`config.mk`:
```
export PLATFORM = sky130hd
export DESIGN_NAME = sti_div
export DESIGN_NICKNAME = d
export VERILOG_FILES = /design/src/rtl/sti_pkg.sv /design/src/rtl/sti_div.sv
export SDC_FILE = /design/constraint.sdc
export NUM_CORES = 1
export LEC_CHECK = 0
export BUFFER_PORTS_ARGS = -buffer_cell sky130_fd_sc_hd__buf_2
export CORE_ASPECT_RATIO = 1.2
export CORE_UTILIZATION = 35
export DETAILED_ROUTE_END_ITERATION = 12
export SYNTH_ARGS = -nofsm -noshare
export SYNTH_HDL_FRONTEND = slang
export SYNTH_SLANG_ARGS = --single-unit
```
`constraint.sdc`:
```
create_clock -name clk_i -period 3.5 [get_ports clk_i]
set_clock_uncertainty 0.2 [all_clocks]
set_input_delay 0.35 -clock clk_i [delete_from_list [all_inputs] [get_ports clk_i]]
set_output_delay 0.35 -clock clk_i [all_outputs]
set_load 0.01 [all_outputs]
```
`src/rtl/sti_pkg.sv`:
```
// ----------------------------------------------------------------------------
// sti_pkg: shared types and codes of the sorted interpolation table
// Transaction payloads, function and status codes, cell hit record, FSM states.
// ----------------------------------------------------------------------------
package sti_pkg;

  // product and divisor widths of the interpolation step
  localparam int unsigned NumW = 34;
  localparam int unsigned DenW = 17;

  typedef enum logic [1:0] {
    FN_INSERT = 2'd0,
    FN_QUERY  = 2'd1,
    FN_CLEAR  = 2'd2,
    FN_NONE   = 2'd3
  } func_e;

  typedef enum logic [2:0] {
    ST_EXACT  = 3'd0,
    ST_INTERP = 3'd1,
    ST_RANGE  = 3'd2,
    ST_STORED = 3'd3,
    ST_FULL   = 3'd4
  } status_e;

  typedef enum logic [1:0] {
    HIT_NONE,
    HIT_EXACT,
    HIT_INTERP
  } hit_e;

  typedef enum logic [2:0] {
    S_IDLE,
    S_EXEC,
    S_SCAN,
    S_MUL,
    S_DSTART,
    S_DIV,
    S_FIN
  } fsm_e;

  typedef struct packed {
    logic [1:0]         func;
    logic signed [15:0] angle;
    logic signed [15:0] lift_in;
  } in_t;

  typedef struct packed {
    logic signed [15:0] lift_out;
    logic [2:0]         status;
    logic [6:0]         entry_count;
  } out_t;

  // bracket found by the scan chain
  typedef struct packed {
    hit_e               kind;
    logic signed [15:0] x0;
    logic signed [15:0] y0;
    logic signed [15:0] x1;
    logic signed [15:0] y1;
  } hit_t;

  // broadcast to every cell
  typedef struct packed {
    logic               ins_en;
    logic signed [15:0] key;
    logic signed [15:0] lift;
  } cell_ctl_t;

endpackage

```
`src/rtl/sti_div.sv`:
```
// ----------------------------------------------------------------------------
// sti_div: unsigned restoring divider
// One quotient bit per cycle, NumW quotient bits per division.
// ----------------------------------------------------------------------------
module sti_div (
  input  logic                        clk_i,
  input  logic                        rst_ni,
  input  logic                        start_i,
  input  logic [sti_pkg::NumW-1:0]    num_i,
  input  logic [sti_pkg::DenW-1:0]    den_i,
  output logic                        busy_o,
  output logic [sti_pkg::NumW-1:0]    quo_o
);
  import sti_pkg::*;

  localparam int unsigned CntW = $clog2(NumW);

  logic            busy_q;
  logic [CntW-1:0] cnt_q;
  logic [DenW:0]   rem_q, rem_sh;
  logic [NumW-1:0] quo_q;
  logic [DenW-1:0] den_q;
  logic            take;

  assign rem_sh = {rem_q[DenW-1:0], quo_q[NumW-1]};
  assign take   = rem_sh >= {1'b0, den_q};

  // control
  always_ff @(posedge clk_i or negedge rst_ni) begin
    if (!rst_ni) begin
      busy_q <= 1'b0;
      cnt_q  <= '0;
    end else if (start_i) begin
      busy_q <= 1'b1;
      cnt_q  <= '0;
    end else if (busy_q) begin
      cnt_q <= cnt_q + 1'b1;
      if (cnt_q == CntW'(NumW - 1)) begin
        busy_q <= 1'b0;
      end
    end
  end

  // datapath
  always_ff @(posedge clk_i) begin
    if (start_i) begin
      rem_q <= '0;
      quo_q <= num_i;
      den_q <= den_i;
    end else if (busy_q) begin
      rem_q <= take ? (rem_sh - {1'b0, den_q}) : rem_sh;
      quo_q <= {quo_q[NumW-2:0], take};
    end
  end

  assign busy_o = busy_q;
  assign quo_o  = quo_q;

endmodule

```
==> flow_summary.yaml <==
timing:
  setup_viol: 0
  rsz0062_at_grt: "false"
  fin_crit_sh_pct: 85.6
  clock.fmax_mhz: 334
  fin_crit_ps: 3000
  worst_pin_slew_ps: 777
  final.setup.tns_ps: 0
  slew_headroom_pct: 48.2
  maxSlewViolCount: 0
  hold_viol: 0
grt:
  gr-usage-all-layers_pct: 15.1
  grt_max_degree: 60
  grt_pass1_wl_um: 14400
  grt_pass1_vias: 3155
  overflow: 0
  grt_antenna_before_repair: 0
worst_setup_path:
  rrSetupSlack_ps: 500
  r2r-start: "quo_o[33]"
  crit_top_cell: "inv_1"
  r2r_end: "rem_q[1]"
  reg2reg_depth: 12
  cp-end-kind: "register"
  timing_worst_setup_path_type: "reg2reg"
  path_cells: "inv_1 -> ha_1 -> inv_1 -> fa_1 -> a21o_1 -> a21oi_2 -> a211o_1 -> o211ai_2 -> a41oi_4 -> buf_4 -> mux2i_1 -> a211oi_1"
  cp_slowest_stage_delay_ps: 420
  arrival_ps: 3040
  crit_fanout: 27
  critPathLaunchType: "register"
  cp.required_ps: 3540
  slowest_stage: "fa_1"
power_and_ir_drop:
  leakagePower_uw: 0.00222
  vdd_drop_max_mv: 0.303
  powerDensity_mw_per_mm2: 673
logic_synthesis:
  syn_nets: 441
  syn_area_per_cell_um2: 11.2
  yosys_warnings: 0
  ys_types: 52
  synth_cells: 367
  async_flop_share_pct: 9.33
  ys_ff_latch: 75
  synth_edf_count: 51
  ys_seq_area_share_pct: 49.8
  synth-main-ff-cell: "edfxtp_1"
  synth_area_mm2: 0.00411
clocking:
  cts_resized: 0
  clock_latency_ps: 330
  h-tree-depth: 3
  holdBufCountCts: 18
  cts_buffers: 9
  root_buffer: "clkbuf_16"
  cts_tree: "done"
  clock_path_buffers: 2
  cts_num_sinks: 75
  cts_setup_buffers: 0
  clkTransAtPathRegs_ps: 60
floorplanning:
  die_x_um: 101
  coreArea_mm2: 0.0112
  num_io_pins: 89
  fp-row-count: 42
  start_util_pct: 36.5
  die_h_um: 121
  die_area_mm2: 0.0122
placed_design:
  portBuffers: 88
  gp_congestion: 0.846
  place.detailed.hpwl_um: 5960
detailed_routing:
  first_pass_iters: 4
  route.detailed.drc: 0
  drt-initial-drc-count: 108
  routed_wl_um: 8580
  routedWlPerCell_um: 13.7
  vias: 3092
  drtAntennaViolNets: 0
  viasPerCell: 4.94
flow_run:
  drv_cap: 0
worst_hold_path:
  whs_path_depth: 2
  holdCritStartpoint: "num_i[16]"
  min_to: "quo_o[16]"
  min_path_type: "in2reg"
outcome:
  status: "complete, no violations"
layout:
  drive_above_1_share_pct: 30.9
  n_antenna_cell: 0
  layout_common_cells: "buf_2 (88), edfxtp_1 (51), nor2_1 (35)"
  postLayoutCoreUtil_pct: 46.1
  area_growth_pct: 26.3
  nets: 541
  final_common_cell: "buf_2"
## critical path, delay by kind of cell (launching register included)
family | cells | cell delay (ps)
AO/OA/AOI/OAI | 6 | 1120
adder cells (fa/ha/maj) | 2 | 580
buffers and inverters | 3 | 470
flip-flops | 1 | 390
multiplexers | 1 | 120
## cells by family after synthesis
kind of cell / after synthesis / synth area share [%]
mux: 43 / 11.5
compound gates: 87 / 15.4
flops: 75 / 49.8
simple gates: 84 / 9.69
fa+ha+maj: 20 / 6.27
buf+inv: 45 / 4.57
xor+xnor: 13 / 2.77
## state kept, by name (all words and copies together) (netlist names)
register	cells
busy_o	1
cnt_q	6
den_q	17
quo_o	34
rem_q	17
## per-stage QoR
stage | power, µW | hold WS, ps | std cells | area (µm²) | setup slack (ps)
floorplan | 2230 | -146 | 367 | 4110 | 670
global placement | 2490 | -8.61 | 592 | 4680 | 585
detailed placement | 2490 | -3.09 | 592 | 4680 | 477
CTS | 3530 | 99.8 | 626 | 5190 | 463
global route | 3730 | 96.0 | 626 | 5190 | 281
finish | 3490 | 113 | 626 | 5190 | 503
## synth_stat cells (2+ instances only)
cell type / instances / area [µm²]
dfrtp_1: 7 / 175
nor2_1: 35 / 131
nor3_1: 6 / 30.0
o2111ai_1: 2 / 17.5
edfxtp_1: 51 / 1530
o311ai_1: 2 / 17.5
a21oi_1: 17 / 85.1
or3_1: 2 / 12.5
a21oi_2: 2 / 17.5
nor4_1: 2 / 12.5
mux2_2: 33 / 372
and4_1: 3 / 26.3
o21a_1: 7 / 52.6
xor2_1: 5 / 43.8
o21ai_1: 4 / 20.0
ha_1: 19 / 238
a211oi_1: 11 / 82.6
buf_6: 2 / 22.5
a2111oi_0: 2 / 17.5
xnor2_1: 8 / 70.1
nand2b_1: 2 / 12.5
o21ai_0: 9 / 45.0
o31a_1: 2 / 17.5
a31oi_1: 2 / 12.5
nand3_1: 2 / 10.0
inv_1: 25 / 93.8
mux2i_1: 10 / 100
nand2_1: 20 / 75.1
dfxtp_1: 17 / 340
nor3b_1: 2 / 15.0
nand4b_1: 2 / 17.5
a311oi_1: 4 / 35.0
a211o_1: 5 / 43.8
clkbuf_1: 17 / 63.8
o22ai_1: 2 / 12.5
a21o_1: 8 / 60.1
nand4_1: 3 / 18.8
## metal layers
| layer | global-route usage, % | wire length, µm | part of all wire [%] |
|---|---|---|---|
| met1 | 18.8 | 3980 | 46 |
| met3 | 5.32 | 582 | 6.8 |
| met2 | 23.6 | 3890 | 45 |
| met5 | 0 | 0 | 0 |
| met4 | 6.61 | 132 | 1.5 |
## report_power, final
group / internal, µW / switching [µW]
clock: 629 / 365
sequential: 1110 / 98.4
combinational: 596 / 695
total: 2330 / 1160
## layout make-up
type	instances	area, µm²
inverters	25	93.8
multi-input cells	247	1870
flip-flops and latches	75	2050
well taps	154	193
clock buffers	9	225
clock inverters	7	98.8
repair buffers	109	656
fillers	1105	6060
## how the worst max path moves through the flow
| stage | slack [ps] | end | cells after the start | startpoint |
|---|---|---|---|---|
| 2_1_floorplan | 670 | rem_q[9] | 12 | quo_o[33] |
| 3_3_place_gp | 590 | rem_q[9] | 12 | quo_o[33] |
| 3_5_place_dp | 480 | rem_q[1] | 12 | quo_o[33] |
| 4_1_cts | 460 | rem_q[1] | 12 | quo_o[33] |
| 5_1_grt | 280 | rem_q[5] | 12 | quo_o[33] |
| 6_report | 500 | rem_q[1] | 12 | quo_o[33] |
(Power assumes the default switching activity.)
