## config.mk

```make
export PLATFORM = sky130hd
export DESIGN_NAME = sti_cell
export DESIGN_NICKNAME = d
export VERILOG_FILES = /design/src/rtl/sti_pkg.sv /design/src/rtl/sti_cell.sv
export SDC_FILE = /design/constraint.sdc
export NUM_CORES = 1
export LEC_CHECK = 0
export ABC_AREA = 1
export BUFFER_PORTS_ARGS = -buffer_cell sky130_fd_sc_hd__buf_2
export CAP_MARGIN = 20
export CORE_MARGIN = 5
export CORE_UTILIZATION = 44
export CTS_CLUSTER_DIAMETER = 40
export DETAILED_ROUTE_END_ITERATION = 10
export PLACE_DENSITY = 0.8
export SETUP_SLACK_MARGIN = 0.15
export SKIP_LAST_GASP = 1
export SLEW_MARGIN = 20
export SYNTH_ARGS = -nofsm -noshare
export SYNTH_HDL_FRONTEND = slang
export SYNTH_SLANG_ARGS = --single-unit
```

## constraint.sdc

```tcl
create_clock -name clk_i -period 5.65 [get_ports clk_i]
set_clock_uncertainty 0.1 [all_clocks]
set_input_delay 0.565 -clock clk_i [delete_from_list [all_inputs] [get_ports clk_i]]
set_output_delay 0.565 -clock clk_i [all_outputs]
set_load 0.05 [all_outputs]
```

## src/rtl/sti_pkg.sv

```systemverilog
// ----------------------------------------------------------------------------
// sti_pkg: shared types and codes of the sorted interpolation table
// Transaction payloads, function and status codes, cell hit record, FSM states.
// ----------------------------------------------------------------------------
package sti_pkg;

  // product and divisor widths of the interpolation step
  localparam int unsigned NumW = 34;
  localparam int unsigned DenW = 17;

  typedef enum logic [1:0] {
    FN_INSERT = 2'd0,
    FN_QUERY  = 2'd1,
    FN_CLEAR  = 2'd2,
    FN_NONE   = 2'd3
  } func_e;

  typedef enum logic [2:0] {
    ST_EXACT  = 3'd0,
    ST_INTERP = 3'd1,
    ST_RANGE  = 3'd2,
    ST_STORED = 3'd3,
    ST_FULL   = 3'd4
  } status_e;

  typedef enum logic [1:0] {
    HIT_NONE,
    HIT_EXACT,
    HIT_INTERP
  } hit_e;

  typedef enum logic [2:0] {
    S_IDLE,
    S_EXEC,
    S_SCAN,
    S_MUL,
    S_DSTART,
    S_DIV,
    S_FIN
  } fsm_e;

  typedef struct packed {
    logic [1:0]         func;
    logic signed [15:0] angle;
    logic signed [15:0] lift_in;
  } in_t;

  typedef struct packed {
    logic signed [15:0] lift_out;
    logic [2:0]         status;
    logic [6:0]         entry_count;
  } out_t;

  // bracket found by the scan chain
  typedef struct packed {
    hit_e               kind;
    logic signed [15:0] x0;
    logic signed [15:0] y0;
    logic signed [15:0] x1;
    logic signed [15:0] y1;
  } hit_t;

  // broadcast to every cell
  typedef struct packed {
    logic               ins_en;
    logic signed [15:0] key;
    logic signed [15:0] lift;
  } cell_ctl_t;

endpackage

```

## src/rtl/sti_cell.sv

```systemverilog
// ----------------------------------------------------------------------------
// sti_cell: one table slot
// Holds one pair, shifts right on a sorted insert and passes the bracket
// record to its right neighbor every cycle.
// ----------------------------------------------------------------------------
module sti_cell #(
  parameter int unsigned IDX = 0,
  parameter int unsigned CW  = 7
) (
  input  logic               clk_i,
  input  sti_pkg::cell_ctl_t ctl_i,
  input  logic [CW-1:0]      count_i,
  input  logic signed [15:0] left_angle_i,
  input  logic signed [15:0] left_lift_i,
  input  logic               left_gt_i,
  input  logic               left_ge_i,
  input  sti_pkg::hit_t      left_hit_i,
  output logic signed [15:0] angle_o,
  output logic signed [15:0] lift_o,
  output logic               gt_o,
  output logic               ge_o,
  output sti_pkg::hit_t      hit_o
);
  import sti_pkg::*;

  localparam logic [CW-1:0] IdxC = CW'(IDX);

  logic signed [15:0] angle_q, lift_q;
  hit_t               hit_q, hit_d;
  logic               occ, sel;

  assign occ  = IdxC < count_i;
  assign gt_o = occ && (angle_q > ctl_i.key);
  assign ge_o = occ && (angle_q >= ctl_i.key);
  assign sel  = ge_o && !left_ge_i;

  // sorted insert: take the left pair, the new pair, or keep
  always_ff @(posedge clk_i) begin
    if (ctl_i.ins_en && (IdxC <= count_i)) begin
      if (left_gt_i) begin
        angle_q <= left_angle_i;
        lift_q  <= left_lift_i;
      end else if (gt_o || (IdxC == count_i)) begin
        angle_q <= ctl_i.key;
        lift_q  <= ctl_i.lift;
      end
    end
  end

  // bracket record: this cell holds the first angle >= key
  always_comb begin
    hit_d = left_hit_i;
    if (sel) begin
      hit_d.x0 = left_angle_i;
      hit_d.y0 = left_lift_i;
      hit_d.x1 = angle_q;
      hit_d.y1 = lift_q;
      if (angle_q == ctl_i.key) begin
        hit_d.kind = HIT_EXACT;
      end else if (IDX > 0) begin
        hit_d.kind = HIT_INTERP;
      end else begin
        hit_d.kind = HIT_NONE;
      end
    end
  end

  always_ff @(posedge clk_i) begin
    hit_q <= hit_d;
  end

  assign angle_o = angle_q;
  assign lift_o  = lift_q;
  assign hit_o   = hit_q;

endmodule

```

==> results.py, run 1 <==
metrics = {
    "status": {
        "status": "finished clean",
    },
    "routing": {
        "vias": 3997,
        "avgViaCountPerCell": 4.839,
        "wl_per_cell_um": 15.46,
        "remaining_drc_errors": 0,
        "routed_wl_um": 12770,
        "ant_nets": 0,
        "dr.pass1.iters": 5,
        "first_iter_violations": 227,
    },
    "worst_setup_path": {
        "worstSetupPathType": "reg2reg",
        "startpoint": "angle_o[15]",
        "reg2reg_from": "angle_o[15]",
        "critical_path_required_ns": 5.79,
        "endpoint_kind": "flip-flop",
        "reg2reg_to": "hit_o[55]",
        "r2r_slack_ns": 1.89,
        "crit_path_max_fanout": 67,
        "rr_worst_depth": 12,
        "cp-endpoint": "hit_o[55]",
        "startpoint_type": "flip-flop",
        "worstPathArrival_ns": 3.90,
    },
    "cts": {
        "clkSlewWorstSetupHoldPaths_ns": 0.11,
        "clock-sinks": 98,
        "holdBufCountCts": 0,
        "clock_latency_ns": 0.36,
        "cts_tree": "built",
        "htree_levels": 3,
        "cts_setup_buffers": 0,
        "cts-root-buf": "clkbuf_8",
        "cts_max_path_buffers": 2,
        "cts_buffers": 9,
        "cts_resized": 0,
    },
    "sta": {
        "period_share": 0.6653,
        "fmax_ghz": 0.2660,
        "tns_ns": 0,
        "period_minus_slack_ns": 3.759,
        "worstMarginPinSlew_ns": 0.9209,
        "finalSetupViolCount": 0,
        "holdWs_ns": 0.2787,
        "hold_viol": 0,
        "maxSlewHeadroom": 0.3861,
        "grt_setup_unrepaired": "no",
        "slew_viol_final": 0,
    },
    "global_routing": {
        "gr-usage-all-layers": 0.2082,
        "grt_pass1_vias": 3909,
        "grt_max_degree": 69,
        "antenna_found_initial": 0,
        "grt_pass1_wl_um": 19150,
        "gr-total-overflow": 0,
    },
    "pwr": {
        "seqPwrFrac": 0.418,
        "power.density_nw_per_um2": 361.1,
        "vdd_drop_max_v": 0.0001585,
        "p_comb_frac": 0.349,
        "clkPwrFrac": 0.233,
        "p_leak_nw": 3.037,
        "power.internal_mw": 1.227,
        "p_switching_uw": 827.2,
        "sw_frac_of_total": 0.4026,
    },
    "synthesis": {
        "synth_area_leaders": "dfxtp_1 (31%), edfxtp_1 (23%), nand2_1 (15%)",
        "synth_nets": 627,
        "syn-mean-instance-area_um2": 8.987,
        "ys_ff_latch": 98,
        "syn_inst": 470,
        "yosysWarnings": 0,
        "synthesis.area_um2": 4224,
        "synth_top_area_share": 0.3128,
        "yosysSeqAreaShare": 0.5403,
        "synth.distinct_cells": 20,
        "yosys.area.top_type": "dfxtp_1",
    },
    "worst_hold_path": {
        "hold_path.class": "in2reg",
    },
    "flow_run": {
        "cap_violations": 0,
    },
    "finish": {
        "area_delta_synth_final_pct": 34.69,
        "n_antenna_cell": 0,
        "nNetsFinal": 849,
        "finish.instance_area_um2": 5689,
        "layout-drive-gt1-share": 0.4046,
        "layout_commonest_cell": "buf_2",
        "most-common-layout-cells": "buf_2 (240), nand2_1 (168), nand4_1 (67), dfxtp_1 (66), edfxtp_1 (32)",
    },
    "placed_design": {
        "dpl_cell_area_um2": 5443,
        "numPortBuffers": 240,
        "gp_congestion": 0.8068,
        "dp_hpwl_um": 9518,
    },
    "floorplanning": {
        "core_um2": 9284,
        "die_area_um2": 11660,
        "fp.dieW_um": 108.0,
        "start_util": 0.4550,
        "num_rows": 35,
        "ios": 241,
        "die_y_um": 108.0,
    },
}
==> critical path, cell delays in order, from the launching register on <==
cell,delay (ns)
edfxtp_1,0.44
ha_1,0.44
nand4_1,0.17
nor2_1,0.24
nand2_1,0.13
nand2_1,0.09
nand2_1,0.06
nand3_2,0.06
buf_4,0.54
nand3_2,0.65
buf_4,0.48
nand2_1,0.12
nand2_1,0.06
==> sequential cells by signal, indices dropped and copies added, names as in the netlist <==
signal / cells
lift_o: 16
angle_o: 16
hit_o: 66
==> worst min-delay path by stage <==
stage | from | endpoint | cells after the start
floorplan | left_hit_i[65] | hit_o[65] | 2
global placement | lift_o[1] | hit_o[1] | 2
detailed placement | lift_o[8] | hit_o[8] | 2
CTS | left_hit_i[42] | hit_o[42] | 3
global route | left_hit_i[42] | hit_o[42] | 3
finish | left_hit_i[42] | hit_o[42] | 3
==> power by group through the flow <==
stage / registers (mW) / clock network [mW] / logic, mW
after floorplan: 1.20 / 0 / 0.202
after global placement: 0.874 / 0 / 0.706
after detailed placement: 0.876 / 0 / 0.717
after CTS: 0.860 / 0.487 / 0.717
after global routing: 0.867 / 0.521 / 0.765
final: 0.858 / 0.479 / 0.717
==> cells in the mapped netlist <==
library cell / number
nand2_1: 168
mux2_2: 17
nor2_1: 6
nand4_1: 67
nor4_1: 1
nor2_2: 1
clkbuf_1: 19
edfxtp_1: 32
a21boi_0: 1
nand3_1: 6
a21oi_1: 5
buf_2: 7
buf_6: 5
buf_4: 2
nand3_2: 2
o21ai_0: 16
ha_1: 16
o21ai_1: 1
dfxtp_1: 66
inv_1: 32
==> area by class of cell <==
type	instances	area, um^2
Inverter	32	121.4
Sequential cell	98	2282
Clock inverter	3	26.28
Tap cell	129	161.4
Clock buffer	13	191.4
Timing Repair Buffer	244	1251
Fill cell	855	3595
Multi-Input combinational cell	307	1655
==> stage by stage <==
stage	worst slack, ns	std cells	power, mW	utilization
2_1_floorplan	1.087	470	1.404	-
3_3_place_gp	1.745	809	1.579	0.5863
3_5_place_dp	1.653	809	1.593	0.5863
4_1_cts	1.897	825	2.064	0.6097
5_1_grt	1.596	826	2.153	0.6128
6_report	1.891	826	2.055	0.6128
==> cells by family (layout without fill, tap and decap cells) <==
family	after synthesis	after routing	share of synthesized area
AO/OA/AOI/OAI	23	23	0.02784
adder cells (fa/ha/maj)	16	16	0.04739
buffers and inverters	65	292	0.07050
flip-flops	98	98	0.5403
multiplexers	17	17	0.04532
AND/OR/NAND/NOR	251	251	0.2687
==> routing by layer <==
| layer | GRT usage | up-vias | part of all wire |
|---|---|---|---|
| met5 | 0 | - | 0 |
| met2 | 0.3619 | 165 | 0.51 |
| met4 | 0.06673 | 0 | 0.016 |
| met1 | 0.2555 | 1789 | 0.40 |
| li1 | - | 2029 | - |
| met3 | 0.04836 | 14 | 0.079 |
(Power assumes the default switching activity.)
==> run 2: changes to the inputs <==
--- a/config.mk
+++ b/config.mk
@@ -5,11 +5,11 @@
 export SDC_FILE = /design/constraint.sdc
 export NUM_CORES = 1
 export LEC_CHECK = 0
-export ABC_AREA = 1
+export ABC_AREA = 0
 export BUFFER_PORTS_ARGS = -buffer_cell sky130_fd_sc_hd__buf_2
 export CAP_MARGIN = 20
 export CORE_MARGIN = 5
-export CORE_UTILIZATION = 44
+export CORE_UTILIZATION = 43
 export CTS_CLUSTER_DIAMETER = 40
 export DETAILED_ROUTE_END_ITERATION = 10
 export PLACE_DENSITY = 0.8
==> constraint.sdc (replaced) <==
create_clock -name clk_i -period 3.7 [get_ports clk_i]
set_clock_uncertainty 0.1 [all_clocks]
set_input_delay 0.37 -clock clk_i [delete_from_list [all_inputs] [get_ports clk_i]]
set_output_delay 0.37 -clock clk_i [all_outputs]
set_load 0.05 [all_outputs]
==> run 2 against run 1 <==
Compared with the run above:
- flip-flop and latch count is the same
- first-iteration DRC count shrank 75%
- sequential share of layout area up 1.7 points
- combinational power rose by 35%
==> results.py, run 2 <==
metrics = {
    "synthesis": {
        "synth_area_leaders": "dfxtp_1 (33%), edfxtp_1 (24%), mux2_1 (14%)",
        "synth_top_family_by_area": "multiplexers",
        "muxShareOfSynthArea": 0.2295,
        "synth.top_cells.by_count": "dfxtp_1 (66), mux2_1 (49), edfxtp_1 (32), mux2_2 (32), nand2_1 (20)",
        "yosysMostFrequentCell": "dfxtp_1",
        "yosysWarnings": 0,
        "synth_ff_type": "dfxtp_1",
        "synth_compound_area_frac": 0.05353,
        "syn_inst": 299,
        "synthesis.area_um2": 3974,
        "synthArstFlopShare": 0,
        "synthSimpleGateAreaFrac": 0.05195,
        "synthXorXnorAreaFrac": 0.002204,
        "synth_nets": 456,
        "synth_top_area_share": 0.3325,
        "synth_adder_area_share": 0.05038,
        "ys_ff_latch": 98,
        "synth.distinct_cells": 37,
        "synth_edf_count": 32,
        "syn-mean-instance-area_um2": 13.29,
        "yosys.area.top_type": "dfxtp_1",
        "yosysSeqAreaShare": 0.5743,
    },
    "status": {
        "status": "finished clean",
    },
    "sta": {
        "period_share": 0.8011,
        "tns_ns": 0,
        "period_minus_slack_ns": 2.964,
        "slew_viol_final": 0,
        "worstMarginPinSlew_ns": 0.8194,
        "hold_viol": 0,
        "grt_setup_unrepaired": "no",
        "fmax_ghz": 0.3374,
        "finalSetupViolCount": 0,
        "maxSlewHeadroom": 0.4537,
    },
    "cts": {
        "cts_max_path_buffers": 2,
        "clock_latency_ns": 0.35,
        "htree_levels": 3,
        "clock-sinks": 98,
        "cts-root-buf": "clkbuf_8",
        "cts_setup_buffers": 0,
        "cts_buffers": 9,
        "clkSlewWorstSetupHoldPaths_ns": 0.10,
        "cts_resized": 0,
        "cts_tree": "built",
        "holdBufCountCts": 0,
    },
    "global_routing": {
        "grt_use_met1": 0.2173,
        "grt_pass1_wl_um": 16760,
        "gr-usage-all-layers": 0.1875,
        "gr-max-usage-layer": "met2",
        "antenna_found_initial": 0,
        "grt_max_degree": 48,
        "grt_pass1_vias": 3397,
        "gr-total-overflow": 0,
        "grtUsageMet3": 0.04068,
        "grtUsageMet2": 0.3443,
    },
    "finish": {
        "largest_reg_flops": 66,
        "area_delta_synth_final_pct": 37.41,
        "most-common-layout-cells": "buf_2 (240), dfxtp_1 (66), mux2_1 (49), mux2_2 (32), edfxtp_1 (32)",
        "stdcell_count": 657,
        "n_antenna_cell": 0,
        "layout_commonest_cell": "buf_2",
        "nNetsFinal": 698,
        "layout-drive-gt1-share": 0.5421,
        "nFillCells": 805,
    },
    "flow_run": {
        "cap_violations": 0,
    },
    "pwr": {
        "power.internal_mw": 1.837,
        "p_comb_frac": 0.327,
        "vdd_drop_max_v": 0.0002215,
        "clkPwrFrac": 0.237,
        "p_switching_mw": 1.124,
        "power.density_nw_per_um2": 542.4,
        "seqPwrFrac": 0.437,
        "sw_frac_of_total": 0.3797,
        "p_leak_nw": 2.611,
    },
    "worst_hold_path": {
        "hold_path.class": "in2reg",
    },
    "floorplanning": {
        "die_area_um2": 11260,
        "num_rows": 35,
        "fp.dieW_um": 106.1,
        "core_um2": 9109,
        "start_util": 0.4363,
        "die_y_um": 106.1,
        "ios": 241,
    },
    "routing": {
        "remaining_drc_errors": 0,
        "wl_per_cell_um": 16.50,
        "first_iter_violations": 56,
        "dr.pass1.iters": 4,
        "vias": 3145,
        "ant_nets": 0,
        "avgViaCountPerCell": 4.787,
        "routed_wl_um": 10840,
    },
    "worst_setup_path": {
        "worstSetupPathType": "reg2reg",
        "crit_chain": "ha_1 > nand4_1 > nor3_2 > nand4_1 > o32ai_1 > nor2_4 > buf_4 > mux2_1",
        "startpoint": "angle_o[15]",
        "worstPathArrival_ns": 3.10,
        "critical_path_required_ns": 3.83,
        "reg2reg_to": "hit_o[28]",
        "critical-path-top-delay-family": "simple AND/OR/NAND/NOR gates",
        "path_common_cell": "nand4_1",
        "startpoint_type": "flip-flop",
        "reg2reg_from": "angle_o[15]",
        "crit_cells": 8,
        "r2r_slack_ns": 0.74,
        "cp_num_buf_inv": 1,
        "crit_path_max_fanout": 41,
        "slowest_delay_ns": 0.48,
        "critPathSlowestCell": "o32ai_1",
        "rr_worst_depth": 8,
        "endpoint_kind": "flip-flop",
        "cp-endpoint": "hit_o[28]",
    },
    "placed_design": {
        "dp_cells": 641,
        "dp_hpwl_um": 8805,
        "gp_congestion": 0.8071,
        "numPortBuffers": 240,
    },
}
==> run 2: cell types whose count changed after synthesis, sizes merged, moves of 7 or more <==
cell / previous run / this run
nand3: 8 / 1
inv: 32 / 17
clkbuf: 19 / 5
nand2: 168 / 20
nand4: 67 / 3
mux2: 17 / 81
buf: 14 / 7
==> run 2: layout make-up <==
cell class                 instances  area, um^2  area share
tap                              111       138.9     0.02544
clock inverter                     5       40.04    0.007333
inverter                          17       63.81     0.01169
sequential                        98        2282      0.4180
timing repair buffer             243        1224      0.2241
multi-input combinational        172        1549      0.2837
clock buffer                      11       162.7     0.02979
==> run 2: per-stage QoR <==
| stage | worst slack (ns) | hold slack [ns] | area, um^2 | util | total power, mW |
|---|---|---|---|---|---|
| after CTS | 0.7038 | 0.09850 | 5460 | 0.5995 | 2.993 |
| after floorplan | 0.2067 | 0.3917 | 3974 | - | 2.034 |
| after global placement | 0.7430 | 0.3682 | 5258 | 0.5772 | 2.273 |
| after detailed placement | 0.6512 | 0.3949 | 5258 | 0.5772 | 2.296 |
| final | 0.7359 | 0.1158 | 5460 | 0.5995 | 2.962 |
| after global routing | 0.4962 | 0.09363 | 5460 | 0.5995 | 3.097 |
==> run 2: layer usage <==
layer | vias to the layer above | part of all wire
met5 | - | 0
met4 | 0 | 0.0086
met3 | 9 | 0.061
met2 | 118 | 0.53
met1 | 1460 | 0.40
li1 | 1558 | -
==> run 2: how the worst min path moves through the flow <==
| stage | start | slack [ns] | depth (start not counted) | endpoint |
|---|---|---|---|---|
| detailed placement | lift_o[15] | 0.39 | 1 | hit_o[15] |
| global placement | lift_o[15] | 0.37 | 1 | hit_o[15] |
| finish | left_hit_i[65] | 0.12 | 2 | hit_o[65] |
| CTS | left_hit_i[65] | 0.1 | 2 | hit_o[65] |
| floorplan | left_hit_i[65] | 0.39 | 1 | hit_o[65] |
| global route | left_hit_i[65] | 0.09 | 2 | hit_o[65] |
==> run 2: power by group through the flow <==
stage	clock network [mW]	registers, mW	logic, mW
after floorplan	0	1.77	0.263
after global placement	0	1.31	0.960
after detailed placement	0	1.32	0.977
after CTS	0.719	1.30	0.979
after global routing	0.767	1.31	1.02
final	0.700	1.29	0.968
==> run 2: worst reg2reg max path, cell delays in order (launching register included) <==
cell and delay, ns:
edfxtp_1 0.43, ha_1 0.44, nand4_1 0.15, nor3_2 0.30
nand4_1 0.17, o32ai_1 0.48, nor2_4 0.05, buf_4 0.30
mux2_1 0.43
==> run 2: logic make-up (layout without fill, tap and decap cells) <==
kind of cell               Yosys count  after routing
AOI/OAI and AO/OA                   36             36
xor gates and xnor gates             1              1
DFF                                 98             98
muxes                               81             81
buffers and inverters               29            276
and+or+nand+nor                     38             38
adders and majority gates           16             16
